[config.mk]
export PLATFORM = sky130hd
export DESIGN_NAME = bb3_fifo
export DESIGN_NICKNAME = d
export VERILOG_FILES = /design/src/sv/bb3_fifo.sv
export SDC_FILE = /design/constraint.sdc
export NUM_CORES = 1
export LEC_CHECK = 0
export ABC_CLOCK_PERIOD_IN_PS = 2200
export BUFFER_PORTS_ARGS = -buffer_cell sky130_fd_sc_hd__buf_2
export CAP_MARGIN = 30
export CORE_MARGIN = 3
export CORE_UTILIZATION = 45
export CTS_BUF_LIST = sky130_fd_sc_hd__clkbuf_4
export DETAILED_ROUTE_END_ITERATION = 6
export PLACE_DENSITY = 0.65
export RECOVER_POWER = 50
export SYNTH_ARGS = -nofsm -noshare
export SYNTH_HDL_FRONTEND = slang
export SYNTH_SLANG_ARGS = --single-unit
[constraint.sdc]
create_clock -name clk -period 2.2 [get_ports clk]
set_input_delay 0.11 -clock clk [delete_from_list [all_inputs] [get_ports clk]]
set_output_delay 0.11 -clock clk [all_outputs]
set_load 0.005 [all_outputs]
[src/sv/bb3_fifo.sv]
// Small register-based queue used between the front, the back and the result port.
module bb3_fifo #(
  parameter int WIDTH = 8,
  parameter int DEPTH = 4
) (
  input  logic                       clk,
  input  logic                       rst_n,
  input  logic                       push,
  input  logic [WIDTH-1:0]           wdata,
  input  logic                       pop,
  output logic [WIDTH-1:0]           rdata,
  output logic                       empty,
  output logic [$clog2(DEPTH+1)-1:0] count
);

  localparam int AW = (DEPTH > 1) ? $clog2(DEPTH) : 1;
  localparam int CW = $clog2(DEPTH + 1);

  logic [WIDTH-1:0] mem_r [DEPTH];
  logic [AW-1:0]    wr_ptr_r;
  logic [AW-1:0]    rd_ptr_r;
  logic [CW-1:0]    count_r;
  logic             push_ok;
  logic             pop_ok;

  assign push_ok = push && (count_r != CW'(DEPTH));
  assign pop_ok  = pop && (count_r != '0);
  assign empty   = (count_r == '0);
  assign count   = count_r;
  assign rdata   = mem_r[rd_ptr_r];

  always_ff @(posedge clk) begin
    if (push_ok) begin
      mem_r[wr_ptr_r] <= wdata;
    end
  end

  always_ff @(posedge clk) begin
    if (!rst_n) begin
      wr_ptr_r <= '0;
      rd_ptr_r <= '0;
      count_r  <= '0;
    end else begin
      if (push_ok) begin
        wr_ptr_r <= (wr_ptr_r == AW'(DEPTH - 1)) ? '0 : wr_ptr_r + 1'b1;
      end
      if (pop_ok) begin
        rd_ptr_r <= (rd_ptr_r == AW'(DEPTH - 1)) ? '0 : rd_ptr_r + 1'b1;
      end
      if (push_ok && !pop_ok) begin
        count_r <= count_r + 1'b1;
      end else if (pop_ok && !push_ok) begin
        count_r <= count_r - 1'b1;
      end
    end
  end

endmodule

==> metrics.md <==
| Metric | Value |
|---|---|
| Status | `complete, no violations` |
| DRT Wirelength | `2.569 mm` |
| PwrDens | `1044 nW/um2` |
| Tcrit/Tclk final | `0.9584` |
| Gr usage total | `0.1400` |
| ANT nets after route | `0` |
| Top-area cell type share of the netlist area | `0.5814` |
| CTS tree | `built` |
| Area delta synth->final | `18.70%` |
| Max Slew Vio Count | `0` |
| Top routing layer in use | `met4` |
| Ys async rst share | `0` |
| DP Wirelength | `1.693 mm` |
| CP Class | `flop to flop` |
| #FFs+latches synth | `41` |
| I/O pin cnt | `24` |
| Number of antenna violations at the first check in global routing | `0` |
| Final core occ | `0.5700` |
| Post-synthesis area per instance | `17.97 um2` |
| Peak supply drop | `0.0005673 V` |
| Critical Path RT | `2.47 ns` |
| Total Power | `2.047 mW` |
| # fillers | `281` |
| Crit path time final | `2.108 ns` |
| Synth unique cells | `24` |
| CP Max Fanout | `6` |
| TritonRoute pass-1 iters | `4` |
| Sequential-to-total area share from yosys stat | `0.6904` |
| Post-Synthesis Cells | `92` |
| CP Data Arrival Time | `2.38 ns` |
| Nets | `148` |
| Final Hold Viols | `0` |
| RSZ-0062 raised after global routing | `no` |
| Largest cells by area after synthesis | `edfxtp_1, dfxtp_1, mux4_2` |
| Root Driver | `clkbuf_4` |
| Pre-CTS WS | `0.09165 ns` |
| Syn_nets | `111` |
| First-pass GRT wire length | `4.340 mm` |
| Met2 wire length | `1.395 mm` |
| Die area | `4436 um2` |
| Die Width | `66.61 um` |
| Area after DPL | `1813 um2` |
| Worst slew pin tran | `0.5690 ns` |
| CP Capture Type | `flop` |
| Vias per cell | `5.034` |
| Met3 Routed Length | `125 um` |
| CP cell instances | `nor2_2 > a21boi_4 > ha_1 > inv_1 > fa_1 > xor2_1 > or3_1 > a21boi_1` |
| Via Count | `886` |
| Slew HR | `0.6201` |
| Worst skew pair latency | `0.34 ns` |
| LEAKAGE | `0.6995 nW` |
| Synth top cells by count | `edfxtp_1, dfxtp_1, mux4_2` |
| Initial Util | `0.4802` |
| CTS Buf Count | `5` |
| Fin Setup TNS | `0 ns` |
| TritonCTS Sinks | `41` |
| Slowest-stage cell, CP | `dfxtp_1` |
| Clock Skew | `0.009984 ns` |
| Final setup violation count | `0` |
| Gp weighted congestion | `0.7710` |
| Pin count of the biggest net entering global routing | `14` |
| Area leader, netlist | `edfxtp_1` |
| Die H | `66.61 um` |
| Post-route cell area | `1962 um2` |
| Max Clk Rate | `0.4743 GHz` |
| Drt drc | `0` |
| CP max stage delay | `0.52 ns` |
| Grt ovf | `0` |
| M1 WL | `1.032 mm` |
| DRT iter0 DRCs | `16` |
| Post-Syn Area | `1653 um2` |
| HP Class | `input port to flop` |
| Clk buf depth | `2` |
| Crit path launch type | `flop` |
| Final setup margin | `0.09151 ns` |
| Core ar. | `3442 um2` |
| Share of layout cells above drive strength 1 | `0.2538` |
| EDFF count, synth | `32` |
| Inserted Diodes | `0` |
| Clock Pin Slew Worst Setup and Hold Paths | `0.11 ns` |
| Routed len/inst | `14.60 um` |
| Most common cell in the netlist | `edfxtp_1` |
| FP Rows | `21` |
| H-tree levels | `2` |
| Maxcap violations | `0` |
| YS warnings | `0` |
| PortBufs | `23` |
| Vias in the first global route | `893` |
| Most used flip-flop cell after synthesis | `edfxtp_1` |
==> final cells by class <==
class	instances	area, um2	share of cell area
multi-input combinational	45	480.5	0.2449
inverter	3	11.26	0.005740
tap	46	57.56	0.02934
timing repair buffer	33	190.2	0.09694
sequential	41	1142	0.5823
clock inverter	2	35.03	0.01786
clock buffer	6	45.04	0.02296
==> worst paths after layout <==
check	start	endpoint	slack, ns	cells past startpoint
worst max-delay path	count[1]$_SDFFE_PN0P_	count[2]$_SDFFE_PN0P_	0.09	8
worst min-delay path	pop	flop	0.11	3
worst max register to register	count[1]$_SDFFE_PN0P_	count[2]$_SDFFE_PN0P_	0.09	8
worst min register to register	wr_ptr_r[1]$_SDFFE_PN0P_	wr_ptr_r[1]$_SDFFE_PN0P_	0.52	2
==> metal layers <==
metal,global-route usage,up-vias
met4,0.05330,0
li1,-,426
met1,0.1516,439
met5,0,-
met2,0.2463,19
met3,0.05228,2
==> cell families (layout without fill, tap and decap cells) <==
family / count (synthesis) / in the layout / synth area share
xor gates and xnor gates: 2 / 2 / 0.01060
DFF: 41 / 41 / 0.6904
and+or+nand+nor: 19 / 19 / 0.05754
AOI/OAI and AO/OA: 6 / 6 / 0.03785
muxes: 11 / 11 / 0.1272
adders and majority gates: 7 / 7 / 0.05753
buffers and inverters: 6 / 44 / 0.01892
==> registers in the layout, summed over array words and instances, names as in the netlist, named ones only <==
register,cells
rd_ptr_r,2
mem_r,32
count,3
wr_ptr_r,2
==> critical path: cells and delay by family (launching register included) <==
| kind | cells | cell delay [ns] |
|---|---|---|
| AND/OR/NAND/NOR | 2 | 0.40 |
| XOR/XNOR | 1 | 0.15 |
| buffers and inverters | 1 | 0.07 |
| adder cells (fa/ha/maj) | 2 | 0.59 |
| AO/OA/AOI/OAI | 2 | 0.31 |
| flip-flops | 1 | 0.52 |
==> through the flow <==
step / instances / hold WS [ns]
finish: 176 / 0.1132
global route: 176 / 0.1089
CTS: 175 / 0.09594
detailed placement: 159 / 0.3268
global placement: 159 / 0.3208
floorplan: 92 / 0.2089
==> power by group <==
group | internal (mW) | switching (mW) | total, mW
Clock | 0.251 | 0.227 | 0.477
Sequential | 0.954 | 0.121 | 1.07
Combinational | 0.283 | 0.212 | 0.495
Total | 1.49 | 0.559 | 2.05
==> layout by cell type, fill, tap and decap left out, types with 2 or more instances in the layout <==
| cell | Yosys | layout |
|---|---|---|
| edfxtp_1 | 32 | 32 |
| nand2_1 | 6 | 6 |
| mux2i_1 | 3 | 3 |
| o21ai_0 | 3 | 3 |
| clkbuf_1 | 1 | 12 |
| and2_1 | 5 | 5 |
| nand3_1 | 2 | 2 |
| ha_1 | 6 | 6 |
| clkbuf_4 | 0 | 6 |
| buf_2 | 0 | 13 |
| nor2_1 | 2 | 2 |
| inv_1 | 3 | 3 |
| dlygate4sd3_1 | 0 | 8 |
| dfxtp_1 | 9 | 8 |
| mux4_2 | 8 | 8 |
==> repair_timing <==
| item | CTS | global route |
|---|---|---|
| hold buffers | 8 | 0 |
| setup endpoints to repair | 0 | 1 |
| hold endpoints to repair | 32 | 0 |
| buffers inserted | 0 | 1 |
| resized for setup | 0 | 1 |
No activity file was read; power rests on OpenSTA's default activity.
