File: src/sv/bb3_pkg.sv
// Shared types, constants and register codes for the 3x3 box blur stream.
package bb3_pkg;

  localparam int SAMPLE_BITS = 12;
  localparam int MAX_COLS    = 1024;
  localparam int MAX_ROWS    = 4096;
  localparam int ROW_W       = $clog2(MAX_ROWS + 2);

  localparam int ROW_CFG_W  = 13;
  localparam int COL_CFG_W  = 11;
  localparam int CFG_DATA_W = 13;
  localparam int ROW_RESET  = 256;
  localparam int COL_RESET  = 256;

  localparam int MQ_DEPTH  = 4;
  localparam int OQ_DEPTH  = 4;
  localparam int MQ_CNT_W  = $clog2(MQ_DEPTH + 1);
  localparam int OQ_CNT_W  = $clog2(OQ_DEPTH + 1);

  localparam int DIVISOR    = 9;
  localparam int ROUND_BIAS = 4;
  localparam int SUM_W      = SAMPLE_BITS + 4;
  localparam int DIV_SHIFT  = SUM_W + 4;
  localparam int RECIP_W    = SUM_W + 1;
  localparam logic [RECIP_W-1:0] RECIP9 =
    RECIP_W'(((64'd1 << DIV_SHIFT) + 64'(DIVISOR - 1)) / 64'(DIVISOR));

  typedef enum logic [0:0] {
    FUNC_SAMPLE = 1'b0,
    FUNC_FLUSH  = 1'b1
  } func_t;

  typedef enum logic [0:0] {
    CFG_ROW_COUNT = 1'b0,
    CFG_COL_COUNT = 1'b1
  } cfg_idx_t;

  typedef struct packed {
    func_t                  func;
    logic [SAMPLE_BITS-1:0] sample_in;
  } in_item_t;

  typedef struct packed {
    logic [SAMPLE_BITS-1:0] sample_out;
    logic                   last_of_frame;
  } out_item_t;

  typedef struct packed {
    logic [SAMPLE_BITS-1:0] top;
    logic [SAMPLE_BITS-1:0] mid;
    logic [SAMPLE_BITS-1:0] bot;
    logic                   first_col;
    logic                   last_col;
    logic                   interior;
    logic                   emit;
    logic                   last;
  } job_t;

endpackage

File: src/sv/bb3_back.sv
// Back end: 3x3 window, rounded mean by nine and result selection.
module bb3_back (
  input  logic                          clk,
  input  logic                          rst_n,
  input  logic                          mq_empty,
  input  bb3_pkg::job_t                 mq_job,
  output logic                          mq_pop,
  input  logic [bb3_pkg::OQ_CNT_W-1:0]  oq_count,
  output logic                          oq_push,
  output bb3_pkg::out_item_t            oq_item
);

  localparam int SB     = bb3_pkg::SAMPLE_BITS;
  localparam int SUM_W  = bb3_pkg::SUM_W;
  localparam int PROD_W = bb3_pkg::SUM_W + bb3_pkg::RECIP_W;

  logic [SB-1:0]               win_r [3][3];
  logic [SB-1:0]               tail_r;
  logic                        take;
  logic [bb3_pkg::OQ_CNT_W:0]  oq_load;

  logic                        s1_v_r;
  logic                        s1_last_r;
  logic                        s1_interior_r;
  logic [SB-1:0]               s1_pass_r;

  logic                        s2_v_r;
  logic                        s2_last_r;
  logic                        s2_interior_r;
  logic [SB-1:0]               s2_pass_r;
  logic [SUM_W-1:0]            s2_sum_r;

  logic [SUM_W-1:0]            win_sum;
  logic [PROD_W-1:0]           prod;
  logic [SB-1:0]               mean;

  // Results still in the pipeline have a slot held for them in the result queue.
  assign oq_load = {1'b0, oq_count}
                 + {{bb3_pkg::OQ_CNT_W{1'b0}}, s1_v_r}
                 + {{bb3_pkg::OQ_CNT_W{1'b0}}, s2_v_r};
  assign take    = !mq_empty && (oq_load < (bb3_pkg::OQ_CNT_W+1)'(bb3_pkg::OQ_DEPTH));
  assign mq_pop  = take;

  always_ff @(posedge clk) begin
    if (!rst_n) begin
      for (int i = 0; i < 3; i++) begin
        for (int j = 0; j < 3; j++) begin
          win_r[i][j] <= '0;
        end
      end
    end else if (take) begin
      for (int i = 0; i < 3; i++) begin
        win_r[i][0] <= win_r[i][1];
        win_r[i][1] <= win_r[i][2];
      end
      win_r[0][2] <= mq_job.top;
      win_r[1][2] <= mq_job.mid;
      win_r[2][2] <= mq_job.bot;
    end
  end

  // At the start of a row the border value is the previous row's last sample.
  always_ff @(posedge clk) begin
    if (take) begin
      if (mq_job.last_col) begin
        tail_r <= mq_job.mid;
      end
      s1_last_r     <= mq_job.last;
      s1_interior_r <= mq_job.interior;
      s1_pass_r     <= mq_job.first_col ? tail_r : win_r[1][2];
    end
  end

  always_comb begin
    win_sum = SUM_W'(bb3_pkg::ROUND_BIAS);
    for (int i = 0; i < 3; i++) begin
      for (int j = 0; j < 3; j++) begin
        win_sum = win_sum + SUM_W'(win_r[i][j]);
      end
    end
  end

  always_ff @(posedge clk) begin
    if (s1_v_r) begin
      s2_sum_r      <= win_sum;
      s2_last_r     <= s1_last_r;
      s2_interior_r <= s1_interior_r;
      s2_pass_r     <= s1_pass_r;
    end
  end

  always_ff @(posedge clk) begin
    if (!rst_n) begin
      s1_v_r <= 1'b0;
      s2_v_r <= 1'b0;
    end else begin
      s1_v_r <= take && mq_job.emit;
      s2_v_r <= s1_v_r;
    end
  end

  assign prod = PROD_W'(s2_sum_r) * PROD_W'(bb3_pkg::RECIP9);
  assign mean = prod[bb3_pkg::DIV_SHIFT +: SB];

  assign oq_push = s2_v_r;

  always_comb begin
    oq_item.sample_out    = s2_interior_r ? mean : s2_pass_r;
    oq_item.last_of_frame = s2_last_r;
  end

endmodule

File: config.mk
export PLATFORM = sky130hd
export DESIGN_NAME = bb3_back
export DESIGN_NICKNAME = d
export VERILOG_FILES = /design/src/sv/bb3_pkg.sv /design/src/sv/bb3_back.sv
export SDC_FILE = /design/constraint.sdc
export NUM_CORES = 1
export LEC_CHECK = 0
export ABC_AREA = 1
export BUFFER_PORTS_ARGS = -buffer_cell sky130_fd_sc_hd__buf_2
export CELL_PAD_IN_SITES_DETAIL_PLACEMENT = 1
export CELL_PAD_IN_SITES_GLOBAL_PLACEMENT = 1
export CORE_ASPECT_RATIO = 1.25
export CORE_MARGIN = 10
export CORE_UTILIZATION = 54
export CTS_CLUSTER_DIAMETER = 200
export DETAILED_ROUTE_END_ITERATION = 7
export PLACE_DENSITY = 0.84
export SYNTH_ARGS = -nofsm -noshare
export SYNTH_HDL_FRONTEND = slang
export SYNTH_SLANG_ARGS = --single-unit
File: constraint.sdc
create_clock -name clk -period 15.8 [get_ports clk]
set_input_delay 1.58 -clock clk [delete_from_list [all_inputs] [get_ports clk]]
set_output_delay 1.58 -clock clk [all_outputs]
set_load 0.02 [all_outputs]
==> run_results.csv, run 1 <==
group,metric,value,unit
logic_synthesis,async_reset_ff_frac,0,
logic_synthesis,synthTopCellsByArea,"edfxtp_1 (35%), fa_1 (23%), ha_1 (13%)",
logic_synthesis,synth_cell_types,31,
timing,worst_pin_slew,1.10,ns
detailed_routing,wl_per_cell,20.7,microns
logic_synthesis,synth_warnings,0,
setup_path,startpoint_type,"flop",
final_layout,stdcell_count,1816,
floorplan,die_width,164,microns
timing,fin_crit_sh,0.469,
global_route,grt_pass1_wl,59000,microns
detailed_routing,wl_met1,13400,microns
detailed_routing,dr.pass1.iters,4,
final_layout,nFillCells,2824,
timing,rsz0062_at_grt,"false",
floorplan,dieArea,32700,sq um
timing,fin_worst_skew,0.0105,ns
setup_path,path_cells,"inv_1, fa_1, inv_1, ha_1, inv_1, fa_1, inv_1, fa_1, fa_1, inv_1, fa_1, inv_1, ha_1, a21oi_1, nor2_1, nor2_1, nand2_1, a21oi_1, nand2_1, nand2_1, nand3_1, nand2_1, buf_2",
timing,setup_violations,0,
setup_path,critPathTopFamily,"adder cells",
setup_path,cp-end-kind,"primary output",
setup_path,cpPeakStageDelay,0.56,ns
logic_synthesis,synth_edf_count,164,
place,port-buffer-count,61,
logic_synthesis,syn_area,13900,sq um
detailed_routing,met2_wirelength,21400,microns
timing,hold_viol,0,
final_layout,diodes,0,
clock_network,root_buffer,"clkbuf_16",
detailed_routing,detail_route.wirelength,37600,microns
timing,slew_headroom,0.264,
setup_path,crit_top_cell,"inv_1",
detailed_routing,dr.max_layer_used,"met4",
place,dp_hpwl,30200,microns
global_route,grt_use_total,0.240,
detailed_routing,drtAntennaViolNets,0,
timing,fin_ws,8.39,ns
clock_network,clk_pin_slew_worst_paths,0.06,ns
floorplan,core_area,25400,sq um
global_route,first_global_vias,11086,
detailed_routing,wl_met3,554,microns
clock_network,post_cts_buffers,0,
global_route,overflow,0,
setup_path,worstPathArrival,5.83,ns
clock_network,clkLatencyLatePin,0.44,ns
logic_synthesis,synth_cells,1402,
floorplan,ios,62,
setup_path,crit_type,"reg -> out",
clock_network,numCtsBuffers,17,
logic_synthesis,syn_nets,1755,
run,cap_violations,0,
setup_path,path_buf_inv,7,
final_layout,area_growth,9.23,%
detailed_routing,drtIter0Drc,452,
clock_network,hold_buffers,0,
setup_path,critPathMaxFanout,6,
setup_path,critPathSlowestCell,"fa_1",
global_route,grt_max_degree,87,
clock_network,clockBufferDepth,2,
clock_network,cts_resized,0,
place,placedCellCount,1785,
timing,finalMaxSlewViolations,0,
global_route,grt_antenna_before_repair,0,
logic_synthesis,synth_seq_cells,166,
detailed_routing,viasPerCell,5.18,
floorplan,row_count,65,
logic_synthesis,yosysTopAreaCellShare,0.354,
place,gp_congestion,0.910,
logic_synthesis,yosysTopAreaCell,"edfxtp_1",
timing,tns,0,ns
detailed_routing,vias,9408,
clock_network,htreeDepth,4,
logic_synthesis,synthFlopType,"edfxtp_1",
setup_path,cp.required,14.22,ns
clock_network,cts_tree,"yes",
timing,fin_crit,7.41,ns
outcome,status,"completed",
detailed_routing,drc_errors,0,
clock_network,cts.sinks,166,
logic_synthesis,yosysSeqAreaShare,0.356,
worst_hold_path,worstHoldPathType,"reg -> reg",
timing,max_freq,0.135,GHz
logic_synthesis,synth_top_cells_by_count,"inv_1 (416), nand2_1 (178), edfxtp_1 (164)",
place,dp_slack,8.85,ns
logic_synthesis,synth_most_common_cell,"inv_1",
final_layout,drive_above_1_share,0.0756,
final_layout,nNetsFinal,1822,
floorplan,start_util,0.549,
floorplan,dieHeight,200,microns
logic_synthesis,synth_area_per_cell,9.94,sq um
## routing by layer
| layer | vias up | track usage |
|---|---|---|
| met1 | 4770 | 0.237 |
| met2 | 171 | 0.467 |
| met4 | 0 | 0.144 |
| li1 | 4372 | - |
| met5 | - | 0 |
| met3 | 95 | 0.0253 |
## path summary, 6_finish.rpt
path                              start                      to  slack [ns]  cells after the start
min reg2reg      s1_pass_r[0]$_DFFE_PP_  s2_pass_r[0]$_DFFE_PP_        0.43                      0
max reg2reg  win_r[0][74]$_SDFFCE_PN0P_  s2_sum_r[12]$_DFFE_PP_       11.16                     15
max              s2_sum_r[13]$_DFFE_PP_              oq_item[9]        8.39                     23
min              s1_pass_r[0]$_DFFE_PP_  s2_pass_r[0]$_DFFE_PP_        0.43                      0
## sequential cells by signal, summed over array words and instances, names as in the netlist
signal,count
s1_interior_r,1
s1_v_r,1
s2_last_r,1
s2_pass_r,12
s1_pass_r,12
s2_sum_r,16
tail_r,12
win_r,108
s2_interior_r,1
oq_push,1
s1_last_r,1
## stage by stage
| step | hold slack, ns | utilization | instance area [sq um] |
|---|---|---|---|
| detailed placement | 0.413 | 0.576 | 14600 |
| global placement | 0.403 | 0.576 | 14600 |
| global route | 0.427 | 0.600 | 15200 |
| CTS | 0.423 | 0.600 | 15200 |
| finish | 0.427 | 0.600 | 15200 |
| floorplan | 0.400 | - | 13900 |
## cells in the final DEF, fill, tap and decap left out, types with 2 or more instances in the layout
cell and n:
nand4_1 6, nand2_1 177, nand2_4 2, buf_4 3, o21ai_0 25, nor2_4 11, clkinv_1 3, nor3_1 5
a21o_1 4, nand3b_1 5, bufinv_16 4, edfxtp_1 164, o21bai_1 10, nor2_1 152, xor2_1 11, ha_1 147
buf_2 61, dfxtp_1 2, fa_1 159, nor3_2 2, clkbuf_16 17, xnor2_1 6, or2_2 2, inv_1 416
a21oi_1 38, inv_6 3, nand3_1 34, o21ai_1 3
## cells by family (layout without fill, tap and decap cells)
logic type,count (synthesis),in the layout,synth area share
DFF,166,166,0.356
adders and majority gates,306,306,0.361
and+or+nand+nor,400,400,0.123
buffers and inverters,432,511,0.118
xor gates and xnor gates,17,17,0.0107
AOI/OAI and AO/OA,81,81,0.0319
## cell type report
| type | count | area, sq um | area share |
|---|---|---|---|
| inverters | 416 | 1560 | 0.103 |
| clock buffers | 18 | 429 | 0.0282 |
| repair buffers | 64 | 328 | 0.0215 |
| well taps | 335 | 419 | 0.0275 |
| multi-input cells | 804 | 7330 | 0.482 |
| flip-flops and latches | 166 | 4960 | 0.326 |
| clock inverters | 13 | 179 | 0.0118 |
Power of run 1 is left out: the tool's default activity adds up to more than one toggle a clock period on the data nets, which glitch-free logic cannot reach.
==> run 2: changes to the inputs <==
--- a/config.mk
+++ b/config.mk
@@ -11,10 +11,10 @@
 export CELL_PAD_IN_SITES_GLOBAL_PLACEMENT = 1
 export CORE_ASPECT_RATIO = 1.25
 export CORE_MARGIN = 10
-export CORE_UTILIZATION = 54
+export CORE_UTILIZATION = 45
 export CTS_CLUSTER_DIAMETER = 200
 export DETAILED_ROUTE_END_ITERATION = 7
-export PLACE_DENSITY = 0.84
+export PLACE_DENSITY = 0.74
 export SYNTH_ARGS = -nofsm -noshare
 export SYNTH_HDL_FRONTEND = slang
 export SYNTH_SLANG_ARGS = --single-unit
==> constraint.sdc (replaced) <==
create_clock -name clk -period 6.6 [get_ports clk]
set_input_delay 0.66 -clock clk [delete_from_list [all_inputs] [get_ports clk]]
set_output_delay 0.66 -clock clk [all_outputs]
set_load 0.02 [all_outputs]
==> run_results.csv, run 2 (same netlist as run 1, synthesis figures left out) <==
group,metric,value,unit
timing,fin_crit,6.33,ns
clock_network,cts.sinks,166,
clock_network,cts_tree,"yes",
global_route,grt_max_degree,85,
place,dp_slack,0.519,ns
timing,fin_ws,0.265,ns
timing,worst_pin_slew,1.20,ns
timing,slew_headroom,0.195,
timing,fin_crit_sh,0.960,
worst_hold_path,hold_path_depth,1,
floorplan,die_width,177,microns
clock_network,clkLatencyLatePin,0.44,ns
final_layout,postLayoutCoreUtil,0.512,
detailed_routing,detail_route.wirelength,34500,microns
setup_path,startpoint_type,"flop",
floorplan,start_util,0.460,
global_route,gr-usage-met3,0.0221,
global_route,grt_use_met1,0.197,
final_layout,layout_common_cells,"inv_1 (416), nand2_1 (173), edfxtp_1 (164), fa_1 (158), nor2_1 (148)",
detailed_routing,vias,9170,
global_route,grtUsageMet2,0.355,
setup_path,rrSetupSlack,2.12,ns
final_layout,largest_reg_flops,108,
global_route,grt_pass1_wl,54400,microns
detailed_routing,drtIter0Drc,398,
timing,whs,0.394,ns
detailed_routing,viasPerCell,4.81,
detailed_routing,drc_errors,0,
setup_path,timing.rr.start,"win_r[0][38]$_SDFFCE_PN0P_",
timing,max_freq,0.158,GHz
timing,finalMaxSlewViolations,0,
floorplan,ios,62,
setup_path,crit_type,"reg -> out",
final_layout,multi_input_area,7400,sq um
clock_network,clockBufferDepth,2,
place,dp_hpwl,28200,microns
floorplan,dieArea,38400,sq um
global_route,grt_use_total,0.184,
setup_path,worstPathArrival,5.67,ns
place,port-buffer-count,61,
timing,hold_viol,0,
setup_path,critPathMaxFanout,3,
final_layout,final_common_cell,"inv_1",
clock_network,root_buffer,"clkbuf_16",
global_route,grt_antenna_before_repair,0,
final_layout,nFillCells,3386,
clock_network,numCtsBuffers,17,
global_route,first_global_vias,10402,
clock_network,clk_pin_slew_worst_paths,0.07,ns
place,gp_congestion,0.932,
detailed_routing,drtAntennaViolNets,0,
global_route,overflow,0,
detailed_routing,dr.pass1.iters,4,
final_layout,drive_above_1_share,0.103,
clock_network,hold_buffers,0,
worst_hold_path,hold_start,"mq_job[0]",
floorplan,core_area,30300,sq um
run,cap_violations,0,
final_layout,area_growth,11.3,%
setup_path,rr_worst_depth,15,
floorplan,row_count,71,
floorplan,dieHeight,217,microns
outcome,status,"completed",
worst_hold_path,worstHoldPathType,"in -> reg",
setup_path,cp.required,5.94,ns
timing,fin_worst_skew,0.00718,ns
setup_path,cp-end-kind,"primary output",
detailed_routing,wl_per_cell,18.1,microns
final_layout,largest_register,"win_r",
setup_path,r2r_end,"s2_sum_r[12]$_DFFE_PP_",
global_route,top_usage_layer,"met2",
final_layout,largestRegisters,"win_r x108, s2_sum_r x16",
final_layout,diodes,0,
final_layout,seqCellArea,4960,sq um
timing,setup_violations,0,
final_layout,nNetsFinal,1845,
clock_network,htreeDepth,4,
worst_hold_path,min_to,"s1_last_r$_DFFE_PP_",
[run 2: cell types whose count changed in the layout (fill, tap and decap cells not counted), sizes merged]
| cell | previous run | this run |
|---|---|---|
| inv | 419 | 421 |
| buf | 64 | 87 |
| bufinv | 4 | 2 |
| clkinvlp | 1 | 2 |
[run 2: worst max-delay path by stage]
| stage | end | start | slack [ns] | cells after the start |
|---|---|---|---|---|
| 5_1_grt | oq_item[5] | s2_sum_r[12]$_DFFE_PP_ | -0.04 | 24 |
| 3_3_place_gp | oq_item[3] | s2_sum_r[13]$_DFFE_PP_ | 0.54 | 22 |
| 6_report | oq_item[5] | s2_sum_r[11]$_DFFE_PP_ | 0.27 | 24 |
| 2_1_floorplan | oq_item[11] | s2_sum_r[7]$_DFFE_PP_ | 1.18 | 20 |
| 4_1_cts | oq_item[3] | s2_sum_r[10]$_DFFE_PP_ | 0.03 | 22 |
| 3_5_place_dp | oq_item[3] | s2_sum_r[10]$_DFFE_PP_ | 0.52 | 22 |
[run 2: layer usage]
layer | part of all wire | wire length [microns] | up-vias
li1 | - | - | 4428
met1 | 0.38 | 13000 | 4592
met2 | 0.57 | 19800 | 109
met3 | 0.019 | 656 | 41
met4 | 0.030 | 1040 | 0
met5 | 0 | 0 | -
[run 2: what timing repair did]
| action | 4_1_cts | 5_1_grt |
|---|---|---|
| buffers inserted | 0 | 23 |
| gates resized for setup | 0 | 18 |
| endpoints found under the setup margin | 0 | 12 |
[run 2: metrics by stage]
| stage | cell area (sq um) | std cells | TNS (ns) |
|---|---|---|---|
| final | 15500 | 1906 | 0 |
| after floorplan | 13900 | 1402 | 0 |
| after global routing | 15500 | 1906 | -0.0921 |
| after detailed placement | 14700 | 1851 | 0 |
| after global placement | 14700 | 1851 | 0 |
| after CTS | 15300 | 1883 | 0 |
[run 2: worst max-delay path, stage by stage (launching register included)]
cell      delay [ns]
edfxtp_1        0.45
buf_4           0.18
ha_1            0.33
ha_1            0.31
fa_1            0.50
inv_1           0.05
fa_1            0.53
inv_1           0.06
fa_1            0.58
inv_1           0.07
fa_1            0.55
inv_1           0.05
ha_1            0.31
nand2_1         0.10
inv_1           0.08
nand2_1         0.09
nor3_4          0.27
nand2_2         0.13
nor2_1          0.10
nand2_1         0.07
nand2_1         0.06
nand2_1         0.05
nand3_1         0.08
nand2_1         0.06
buf_2           0.16
[run 2: cell type report]
type                       instances  area share
clock buffer                      18      0.0277
sequential                       166       0.320
inverter                         416       0.101
clock inverter                    14     0.00952
multi-input combinational        804       0.477
tap                              401      0.0324
timing repair buffer              87      0.0323
Power of run 2 is left out for the same reason.
